**config.mk**
```make
export PLATFORM = sky130hd
export DESIGN_NAME = midi_channel_router_with_delay_queue_top
export DESIGN_NICKNAME = d
export VERILOG_FILES = /design/src/hdl/mcr_pkg.sv /design/src/hdl/mcr_ram.sv /design/src/hdl/midi_channel_router_with_delay_queue_top.sv
export SDC_FILE = /design/constraint.sdc
export NUM_CORES = 2
export LEC_CHECK = 0
export BUFFER_PORTS_ARGS = -buffer_cell sky130_fd_sc_hd__buf_4
export CAP_MARGIN = 20
export CELL_PAD_IN_SITES_DETAIL_PLACEMENT = 0
export CELL_PAD_IN_SITES_GLOBAL_PLACEMENT = 1
export CORE_MARGIN = 3
export CORE_UTILIZATION = 50
export CTS_BUF_LIST = sky130_fd_sc_hd__clkbuf_8
export DETAILED_ROUTE_END_ITERATION = 8
export PLACE_DENSITY = 0.85
export SYNTH_ARGS = -nofsm -noshare
export SYNTH_HDL_FRONTEND = slang
export SYNTH_HIERARCHICAL = 1
export SYNTH_SLANG_ARGS = --single-unit
```
**constraint.sdc**
```tcl
create_clock -name clock -period 10.33 [get_ports clock]
set_input_delay 1.033 -clock clock [delete_from_list [all_inputs] [get_ports clock]]
set_output_delay 1.033 -clock clock [all_outputs]
set_load 0.02 [all_outputs]
```
**src/hdl/mcr_pkg.sv**
```systemverilog
// Package: shared types and constants of the MIDI channel router.
package mcr_pkg;

   localparam logic [1:0] ACT_BLOCK = 2'd0;
   localparam logic [1:0] ACT_MSG   = 2'd1;
   localparam logic [1:0] ACT_CLEAR = 2'd2;

   localparam logic [1:0] KIND_EVENT   = 2'd0;
   localparam logic [1:0] KIND_TRIGGER = 2'd1;
   localparam logic [1:0] KIND_PANIC   = 2'd2;

   localparam logic [1:0] CSR_BASS_CH  = 2'd0;
   localparam logic [1:0] CSR_KICK_CH  = 2'd1;
   localparam logic [1:0] CSR_DELAY    = 2'd2;

   localparam logic [6:0] PANIC_CC_A = 7'd120;
   localparam logic [6:0] PANIC_CC_B = 7'd123;
   localparam logic [4:0] CHANNELS   = 5'd16;

   localparam int ENTRY_W = 17 + 4 + 7 + 7 + 1;

   typedef struct packed {
      logic [16:0] samples;
      logic [3:0]  channel;
      logic [6:0]  note;
      logic [6:0]  velocity;
      logic        is_on;
   } entry_type;

   typedef struct packed {
      logic [1:0]  kind;
      logic [7:0]  status;
      logic [6:0]  data_one;
      logic [6:0]  data_two;
      logic [1:0]  byte_count;
      logic [15:0] pos;
      logic        replaces_last;
      logic [15:0] overflow_total;
      logic        last_result;
   } result_type;

   typedef enum logic [2:0] {
      ST_IDLE,
      ST_SCAN_RD,
      ST_SCAN,
      ST_SCAN_END,
      ST_FLUSH_RD,
      ST_FLUSH,
      ST_MSG_OUT
   } state_type;

   function automatic logic [4:0] clamp_channel(input logic [4:0] c);
      if (c == 5'd0) return 5'd1;
      if (c > CHANNELS) return CHANNELS;
      return c;
   endfunction

endpackage

```
**src/hdl/mcr_ram.sv**
```systemverilog
// Generic single-port-write, single-port-read RAM with registered read.
module mcr_ram #(
   parameter int WIDTH = 8,
   parameter int DEPTH = 32
) (
   input  logic                     clock,
   input  logic                     wr_en,
   input  logic [$clog2(DEPTH)-1:0] wr_addr,
   input  logic [WIDTH-1:0]         wr_data,
   input  logic [$clog2(DEPTH)-1:0] rd_addr,
   output logic [WIDTH-1:0]         rd_data
);
   logic [WIDTH-1:0] mem [DEPTH];

   always_ff @(posedge clock) begin
      if (wr_en) mem[wr_addr] <= wr_data;
      rd_data <= mem[rd_addr];
   end
endmodule

```
**src/hdl/midi_channel_router_with_delay_queue_top.sv**
```systemverilog
// Top level: MIDI channel router with a pending store for delayed bass notes.
//
// Beats enter on the req_ channel: the action on req_tuser, block length,
// sample position and a short MIDI message on req_tdata. Results leave on
// rsp_, the kind on rsp_tuser; rsp_tlast marks the last result caused by one
// request beat. Beats that cause no result (clear, dropped kick notes, stored
// bass notes) leave nothing on rsp_. The csr_ channel writes bass_channel (0),
// kick_channel (1) and bass_delay (2) and is always ready.
// A message beat is accepted when the block is idle and the output register
// is free; bar a pending-store overflow, its result is in the output register
// the next cycle; such beats follow one per cycle while the receiver keeps up.
// A block start with pending entries walks them after acceptance: a read
// state, then each entry in turn, then an end state that sends the final due
// entry, held back so that it can carry tlast. Due entries leave, the rest
// are compacted in place. A pending-store overflow sends every entry after a
// read state, then the message itself.
// A stalled receiver holds the output register; the walk and req_tready wait.
// Reset clears counts, state and valid flags; the RAM needs no clearing since
// only entries below the fill count are used. Block length resets to 1.
module midi_channel_router_with_delay_queue_top
   import mcr_pkg::*;
#(
   parameter int PENDING_DEPTH = 32,
   parameter int ACTION_DEPTH  = 16
) (
   input  logic        clock,
   input  logic        reset,
   input  logic        req_tvalid,
   output logic        req_tready,
   // block_samples[15:0], sample_pos[31:16], status_byte[39:32],
   // data_one[46:40], data_two[53:47], byte_count[55:54]
   input  logic [55:0] req_tdata,
   // action[1:0]
   input  logic [1:0]  req_tuser,
   output logic        rsp_tvalid,
   input  logic        rsp_tready,
   // out_status[7:0], out_data_one[14:8], out_data_two[21:15],
   // out_byte_count[23:22], out_pos[39:24], replaces_last[40],
   // overflow_total[56:41], zero fill
   output logic [63:0] rsp_tdata,
   // kind[1:0]
   output logic [1:0]  rsp_tuser,
   output logic        rsp_tlast,
   input  logic        csr_valid,
   output logic        csr_ready,
   input  logic [1:0]  csr_index,
   input  logic [15:0] csr_wdata
);
   localparam int AW = (PENDING_DEPTH > 1) ? $clog2(PENDING_DEPTH) : 1;
   localparam int CW = $clog2(PENDING_DEPTH + 1);
   localparam int NW = $clog2(ACTION_DEPTH + 1);
   localparam logic [CW-1:0] PEND_FULL = CW'(PENDING_DEPTH);
   localparam logic [NW-1:0] ACT_FULL  = NW'(ACTION_DEPTH);

   logic [4:0]  bass_ch_ff, kick_ch_ff;
   logic [15:0] delay_ff;
   logic [15:0] block_len_ff, block_len_in;
   logic [CW-1:0] count_ff, count_in;
   logic [NW-1:0] actions_ff, actions_in;
   logic [15:0] ovf_ff, ovf_in;
   state_type   state_ff, state_in;
   logic [CW-1:0] rd_ff, rd_in;
   logic [CW-1:0] wr_ff, wr_in;
   result_type  out_ff, out_in;
   logic        out_vld_ff, out_vld_in;
   result_type  msg_ff, msg_in;
   logic        hold_vld_ff, hold_vld_in;
   logic [15:0] pos_ff, pos_in;

   logic          ram_we;
   logic [AW-1:0] ram_waddr, ram_raddr;
   entry_type     ram_wdata, ram_rdata;

   mcr_ram #(.WIDTH(ENTRY_W), .DEPTH(PENDING_DEPTH)) u_pend (
      .clock   (clock),
      .wr_en   (ram_we),
      .wr_addr (ram_waddr),
      .wr_data (ram_wdata),
      .rd_addr (ram_raddr),
      .rd_data (ram_rdata)
   );

   // request fields
   logic [1:0]  f_act, f_bc;
   logic [15:0] f_blk, f_pos;
   logic [7:0]  f_st;
   logic [6:0]  f_d1, f_d2;
   assign f_act = req_tuser;
   assign f_blk = req_tdata[15:0];
   assign f_pos = req_tdata[31:16];
   assign f_st  = req_tdata[39:32];
   assign f_d1  = req_tdata[46:40];
   assign f_d2  = req_tdata[53:47];
   assign f_bc  = req_tdata[55:54];

   logic out_free;
   assign out_free   = !out_vld_ff || rsp_tready;
   assign req_tready = (state_ff == ST_IDLE) && out_free;
   assign csr_ready  = 1'b1;

   logic acc;
   assign acc = req_tvalid && req_tready;

   // message decode
   logic [1:0]  bc;
   logic [6:0]  d1, d2;
   logic [3:0]  hi;
   logic [4:0]  ch, kick, bass;
   logic        note_any, note_on, is_kick, is_panic, is_bass;
   logic [16:0] target;
   logic [15:0] ovf_bump;

   always_comb begin
      bc       = (f_bc == 2'd0) ? 2'd1 : f_bc;
      d1       = (bc > 2'd1) ? f_d1 : 7'd0;
      d2       = (bc > 2'd2) ? f_d2 : 7'd0;
      hi       = f_st[7:4];
      ch       = (hi == 4'hF) ? 5'd0 : {1'b0, f_st[3:0]} + 5'd1;
      kick     = clamp_channel(kick_ch_ff);
      bass     = clamp_channel(bass_ch_ff);
      note_any = (hi == 4'h9) || (hi == 4'h8);
      note_on  = (hi == 4'h9) && (d2 != 7'd0);
      is_kick  = (ch == kick) && note_any;
      is_panic = (ch == kick) && (hi == 4'hB) && ((d1 == PANIC_CC_A) || (d1 == PANIC_CC_B));
      is_bass  = (ch == bass) && (delay_ff != 16'd0) && note_any;
      target   = {1'b0, f_pos} + {1'b0, delay_ff};
      ovf_bump = (ovf_ff == 16'hFFFF) ? ovf_ff : ovf_ff + 16'd1;
   end

   // pending entry walk
   entry_type   cur;
   logic        due;
   logic [16:0] aged;
   result_type  pend_res;
   assign cur  = ram_rdata;
   assign due  = cur.samples < {1'b0, block_len_ff};
   assign aged = cur.samples - {1'b0, block_len_ff};

   always_comb begin
      pend_res.kind           = KIND_EVENT;
      pend_res.status         = {(cur.is_on ? 4'h9 : 4'h8), cur.channel};
      pend_res.data_one       = cur.note;
      pend_res.data_two       = cur.velocity;
      pend_res.byte_count     = 2'd3;
      pend_res.pos            = (state_ff == ST_FLUSH) ? pos_ff : cur.samples[15:0];
      pend_res.replaces_last  = 1'b0;
      pend_res.overflow_total = ovf_ff;
      pend_res.last_result    = 1'b0;
   end

   // rd_ff leads the entry under test by one
   logic last_rd;
   assign last_rd = rd_ff >= count_ff;

   // next state
   always_comb begin
      state_in = state_ff;
      unique case (state_ff)
         ST_IDLE: begin
            if (acc && f_act == ACT_BLOCK && count_ff != '0) state_in = ST_SCAN_RD;
            else if (acc && f_act == ACT_MSG && !is_kick && !is_panic && is_bass
                     && target >= {1'b0, block_len_ff} && count_ff == PEND_FULL)
               state_in = ST_FLUSH_RD;
         end
         ST_SCAN_RD:  state_in = ST_SCAN;
         ST_FLUSH_RD: state_in = ST_FLUSH;
         ST_SCAN:     if (out_free && last_rd) state_in = ST_SCAN_END;
         ST_SCAN_END: if (!hold_vld_ff || out_free) state_in = ST_IDLE;
         ST_FLUSH:    if (out_free && last_rd) state_in = ST_MSG_OUT;
         ST_MSG_OUT:  if (out_free) state_in = ST_IDLE;
         default:     state_in = ST_IDLE;
      endcase
   end

   // datapath and outputs
   always_comb begin
      block_len_in = block_len_ff;
      count_in     = count_ff;
      actions_in   = actions_ff;
      ovf_in       = ovf_ff;
      rd_in        = rd_ff;
      wr_in        = wr_ff;
      msg_in       = msg_ff;
      hold_vld_in  = hold_vld_ff;
      pos_in       = pos_ff;
      out_in       = out_ff;
      out_vld_in   = out_vld_ff && !rsp_tready;
      ram_we       = 1'b0;
      ram_waddr    = wr_ff[AW-1:0];
      ram_wdata    = cur;
      ram_raddr    = rd_ff[AW-1:0];

      out_in.kind           = KIND_EVENT;
      out_in.status         = f_st;
      out_in.data_one       = d1;
      out_in.data_two       = d2;
      out_in.byte_count     = bc;
      out_in.pos            = f_pos;
      out_in.replaces_last  = 1'b0;
      out_in.overflow_total = ovf_ff;
      out_in.last_result    = 1'b1;
      if (state_ff != ST_IDLE || !acc) out_in = out_ff;

      unique case (state_ff)
         ST_IDLE: begin
            ram_raddr = '0;
            rd_in     = '0;
            wr_in     = '0;
            if (acc) begin
               unique case (f_act)
                  ACT_CLEAR: begin
                     count_in   = '0;
                     actions_in = '0;
                     ovf_in     = '0;
                  end
                  ACT_BLOCK: begin
                     block_len_in = (f_blk == 16'd0) ? 16'd1 : f_blk;
                     actions_in   = '0;
                  end
                  ACT_MSG: begin
                     if (is_kick) begin
                        if (note_on) begin
                           if (actions_ff < ACT_FULL) begin
                              actions_in  = actions_ff + NW'(1);
                              out_in.kind = KIND_TRIGGER;
                              out_vld_in  = 1'b1;
                           end else begin
                              ovf_in = ovf_bump;
                           end
                        end
                     end else if (is_panic) begin
                        out_in.kind     = KIND_PANIC;
                        out_in.data_one = '0;
                        out_in.data_two = '0;
                        out_vld_in      = 1'b1;
                        if (actions_ff < ACT_FULL) begin
                           actions_in = actions_ff + NW'(1);
                        end else begin
                           ovf_in                = ovf_bump;
                           out_in.overflow_total = ovf_bump;
                           out_in.replaces_last  = 1'b1;
                        end
                     end else if (is_bass) begin
                        if (target < {1'b0, block_len_ff}) begin
                           out_in.pos = target[15:0];
                           out_vld_in = 1'b1;
                        end else if (count_ff < PEND_FULL) begin
                           ram_we             = 1'b1;
                           ram_waddr          = count_ff[AW-1:0];
                           ram_wdata.samples  = target - {1'b0, block_len_ff};
                           ram_wdata.channel  = f_st[3:0];
                           ram_wdata.note     = d1;
                           ram_wdata.velocity = d2;
                           ram_wdata.is_on    = note_on;
                           count_in           = count_ff + CW'(1);
                        end else begin
                           ovf_in = ovf_bump;
                           msg_in = out_in;
                           msg_in.overflow_total = ovf_bump;
                           pos_in = f_pos;
                        end
                     end else begin
                        out_vld_in = 1'b1;
                     end
                  end
                  default: ;
               endcase
            end
         end
         ST_SCAN_RD, ST_FLUSH_RD: begin
            rd_in     = rd_ff + CW'(1);
            ram_raddr = rd_ff[AW-1:0];
         end
         ST_SCAN: begin
            ram_raddr = rd_ff[AW-1:0] - AW'(1);
            if (out_free) begin
               ram_raddr = rd_ff[AW-1:0];
               if (due) begin
                  // a due entry waits in msg_ff until the next due one or the walk's end
                  if (hold_vld_ff) begin
                     out_in     = msg_ff;
                     out_vld_in = 1'b1;
                  end
                  msg_in      = pend_res;
                  hold_vld_in = 1'b1;
               end else begin
                  ram_we            = 1'b1;
                  ram_wdata.samples = aged;
                  wr_in             = wr_ff + CW'(1);
               end
               rd_in = rd_ff + CW'(1);
               if (last_rd) begin
                  count_in = due ? wr_ff : wr_ff + CW'(1);
               end
            end
         end
         ST_SCAN_END: begin
            if (hold_vld_ff && out_free) begin
               out_in             = msg_ff;
               out_in.last_result = 1'b1;
               out_vld_in         = 1'b1;
               hold_vld_in        = 1'b0;
            end
         end
         ST_FLUSH: begin
            ram_raddr = rd_ff[AW-1:0] - AW'(1);
            if (out_free) begin
               ram_raddr  = rd_ff[AW-1:0];
               out_in     = pend_res;
               out_vld_in = 1'b1;
               rd_in      = rd_ff + CW'(1);
               if (last_rd) count_in = '0;
            end
         end
         ST_MSG_OUT: begin
            if (out_free) begin
               out_in     = msg_ff;
               out_vld_in = 1'b1;
            end
         end
         default: ;
      endcase
   end

   always_ff @(posedge clock) begin
      if (reset) begin
         bass_ch_ff   <= 5'd1;
         kick_ch_ff   <= 5'd10;
         delay_ff     <= '0;
         block_len_ff <= 16'd1;
         count_ff     <= '0;
         actions_ff   <= '0;
         ovf_ff       <= '0;
         state_ff     <= ST_IDLE;
         rd_ff        <= '0;
         wr_ff        <= '0;
         out_vld_ff   <= 1'b0;
         hold_vld_ff  <= 1'b0;
      end else begin
         if (csr_valid && csr_ready) begin
            unique case (csr_index)
               CSR_BASS_CH: bass_ch_ff <= csr_wdata[4:0];
               CSR_KICK_CH: kick_ch_ff <= csr_wdata[4:0];
               CSR_DELAY:   delay_ff   <= csr_wdata;
               default: ;
            endcase
         end
         block_len_ff <= block_len_in;
         count_ff     <= count_in;
         actions_ff   <= actions_in;
         ovf_ff       <= ovf_in;
         state_ff     <= state_in;
         rd_ff        <= rd_in;
         wr_ff        <= wr_in;
         out_vld_ff   <= out_vld_in;
         hold_vld_ff  <= hold_vld_in;
      end
   end

   always_ff @(posedge clock) begin
      out_ff <= out_in;
      msg_ff <= msg_in;
      pos_ff <= pos_in;
   end

   assign rsp_tvalid = out_vld_ff;
   assign rsp_tlast  = out_ff.last_result;
   assign rsp_tuser  = out_ff.kind;
   assign rsp_tdata  = {7'd0, out_ff.overflow_total, out_ff.replaces_last, out_ff.pos,
                        out_ff.byte_count, out_ff.data_two, out_ff.data_one,
                        out_ff.status};
endmodule
```
==> impl_metrics.yaml <==
critical_path:
  slowest_delay_ns: 0.81
  crit_family: "simple AND/OR/NAND/NOR gates"
  worstRegToRegCells: 20
  worst_path_max_delay_cell: "nor2_4"
  path_buf_inv: 4
  crit_top_cell: "buf_4"
  worstPathCellList: "ha_1, a211oi_1, o211ai_1, a31o_2, a2111o_1, a31o_2, a21oi_1, xnor2_1, ha_1, and3_1, and3_1, a221oi_2, buf_4, nor3_2, buf_4, nor2_1, inv_1, nand3b_1, nor2_4, buf_4"
  arrival_ns: 7.44
  crit_path_start: "delay_ff[1]$_SDFFE_PP0P_"
  critPathLaunchType: "register"
  path_max_fanout: 22
  end_kind: "register"
  reg2reg_setup_slack_ns: 3.44
  crit_required_ns: 10.88
  reg2reg_from: "delay_ff[1]$_SDFFE_PP0P_"
  rr_endpoint: "u_pend/mem[22][33]$_DFFE_PP_"
  crit_type: "register to register"
global_routing:
  grt_pass1_vias: 38600
  gr-total-overflow: 0
  grt_max_degree: 145
  antenna_found_initial: 3
  grtUsageMet1_pct: 35.8
  met2_usage_pct: 40.4
  grt.met3_usage_pct: 4.67
  track_usage_pct: 25.5
  top_usage_layer: "met2"
  grt_pass1_wl_mm: 245
place:
  hpwlAfterDp_mm: 102
  dpl_cell_area_sq_mm: 0.0644
  pre_cts_ws_ns: 2.77
  port_buffers: 142
  place_congestion: 0.888
logic_synthesis:
  synth_xor_area_share_pct: 1.06
  synth-edff-count: 1228
  muxShareOfSynthArea_pct: 10.6
  synth_compound_area_share_pct: 10.5
  syn_inst: 4545
  yosysTopAreaCellShare_pct: 60.1
  synthAdderAreaFrac_pct: 1.42
  ys_async_sr_fraction_pct: 0
  syn_area_per_cell_sq_um: 13.5
  synth.distinct_cells: 88
  synth_area_leaders: "edfxtp_1 (60%), mux2i_1 (10%), dfxtp_1 (5.9%)"
  yosys.area_share.simple_pct: 7.53
  yosysTopAreaCell: "edfxtp_1"
  synth_top_family_by_area: "multiplexers"
  yosysSeqAreaShare_pct: 66.0
  ys_ff_latch: 1410
  synth_area_sq_mm: 0.0614
  yosysWarningCount: 6
  ys_dominant_reg_cell: "edfxtp_1"
floorplan:
  ios: 151
  chipHeight_um: 356
  rows: 127
  dieArea_sq_mm: 0.127
  start_util_pct: 50.8
  core-area_sq_mm: 0.121
  die_w_um: 356
timing:
  fmax_mhz: 145
  finalSetupTns_ns: 0
  finClkSkew_ns: 0.0471
  finalHoldViolCount: 0
  fin_ws_ns: 3.44
  setup_violations: 0
  worst_slew_pin_slew_ns: 1.10
  slew-limit-headroom_pct: 26.6
  grt_setup_unrepaired: "no"
  hold_slack_ns: 0.303
  fin_crit_sh_pct: 66.7
  slew_violations: 0
  min_period_ns: 6.89
pwr:
  peakVddDrop_mv: 0.159
  powerDensity_mw_per_mm2: 159
  p_leak_nw: 22.3
clock_network:
  clkTransAtPathRegs_ns: 0.08
  htree_levels: 4
  cts.repair.resized: 0
  cts_buffer_depth: 3
  clk_latency_ns: 0.93
  root_buffer: "clkbuf_8"
  cts_sinks: 1410
  cts_made_buffers: 218
  post_cts_buffers: 0
  cts_tree: "yes"
  cts_hold_buf: 0
drt:
  drt_first_pass_iters: 6
  ant_nets: 0
  drtIter0Drc: 4186
  vias_per_cell: 6.11
  drc_errors: 0
  routed_wl_mm: 165
  wl_per_cell_um: 25.2
  num_vias: 39900
min_path:
  holdCritStartpoint: "req_tdata[22]"
  min_path_type: "input pin to register"
  hold_depth: 1
  min_to: "pos_ff[6]$_DFFE_PP_"
outcome:
  status: "completed"
cells_and_area:
  nets: 4876
  final_area_sq_mm: 0.0686
  final_cell_mix: "edfxtp_1 (1,228), mux2i_1 (640), nand2_1 (343)"
  final_common_cell: "edfxtp_1"
  areaGrowthSynthToFinish_pct: 11.7
  drive_above_1_share_pct: 12.7
run:
  drv_cap: 0
==> routing by layer <==
metal	vias up	routed length [um]
met5	-	0
met4	0	4270
met3	285	14600
met2	1934	77600
met1	19800	68200
li1	17900	-
==> cell families (layout without fill, tap and decap cells) <==
group,after synthesis,after routing
other,2,12
buffers and inverters,354,716
and+or+nand+nor,1001,1001
muxes,649,649
AOI/OAI and AO/OA,987,987
xor gates and xnor gates,74,74
adders and majority gates,68,68
DFF,1410,1410
==> sequential cells by signal, summed over array words and instances (netlist names), 16 cells and up <==
register	flops
rsp_tdata	57
msg_ff	60
block_len_ff	16
delay_ff	16
u_pend/rd_data	36
pos_ff	16
u_pend/mem	1152
ovf_ff	16
==> worst reg2reg max path: cells and delay by family, from the launching register on <==
family,cells,cell delay (ns)
simple gates,6,2.40
xor+xnor,1,0.13
fa+ha+maj,2,0.60
compound gates,7,1.73
buf+inv,4,1.27
flops,1,0.38
==> report_power, final <==
group | switching, mW | leakage [nW] | internal [mW]
Sequential | 0.0280 | 12.5 | 6.15
Combinational | 0.280 | 7.49 | 0.169
Clock | 2.17 | 2.34 | 2.12
Total | 2.48 | 22.3 | 8.43
==> through the flow <==
stage	power (mW)	cells	util [%]
after CTS	11.0	6519	56.6
after detailed placement	6.73	6113	53.3
after global placement	6.73	6103	53.1
after floorplan	6.56	4551	-
final	10.9	6529	56.7
after global routing	11.3	6526	56.7
==> synth_stat cells, drive strengths merged (28+ instances only) <==
cell type     n
clkbuf      151
nor2        235
xor2         38
nand2       347
xnor2        36
nand3       168
o21ai       140
nor3         73
a221oi       44
dfxtp       182
edfxtp     1228
inv          67
ha           65
a21oi       341
buf         136
nand2b       28
a211oi       29
mux2i       640
a22oi       122
a31oi        59
a22o         75
==> how the worst max path moves through the flow <==
| stage | slack, ns | endpoint | depth (start not counted) |
|---|---|---|---|
| 6_report | 3.44 | u_pend/mem[22][33]$_DFFE_PP_ | 20 |
| 5_1_grt | 3.18 | u_pend/mem[17][33]$_DFFE_PP_ | 20 |
| 4_1_cts | 3.60 | u_pend/mem[17][33]$_DFFE_PP_ | 18 |
| 3_5_place_dp | 2.77 | u_pend/mem[22][30]$_DFFE_PP_ | 19 |
| 3_3_place_gp | 2.79 | u_pend/mem[1][7]$_DFFE_PP_ | 20 |
| 2_1_floorplan | 2.70 | msg_ff[0]$_SDFFCE_PP0P_ | 16 |
==> final cells by class <==
class / count / area (sq um)
fillers: 9503 / 52400
flip-flops and latches: 1410 / 40500
multi-input cells: 2787 / 19600
clock buffers: 228 / 3140
repair buffers: 243 / 2130
well taps: 1612 / 2020
clock inverters: 178 / 866
inverters: 67 / 251
diodes: 4 / 10.0
Note: power is estimated with default switching activity, not from simulation.
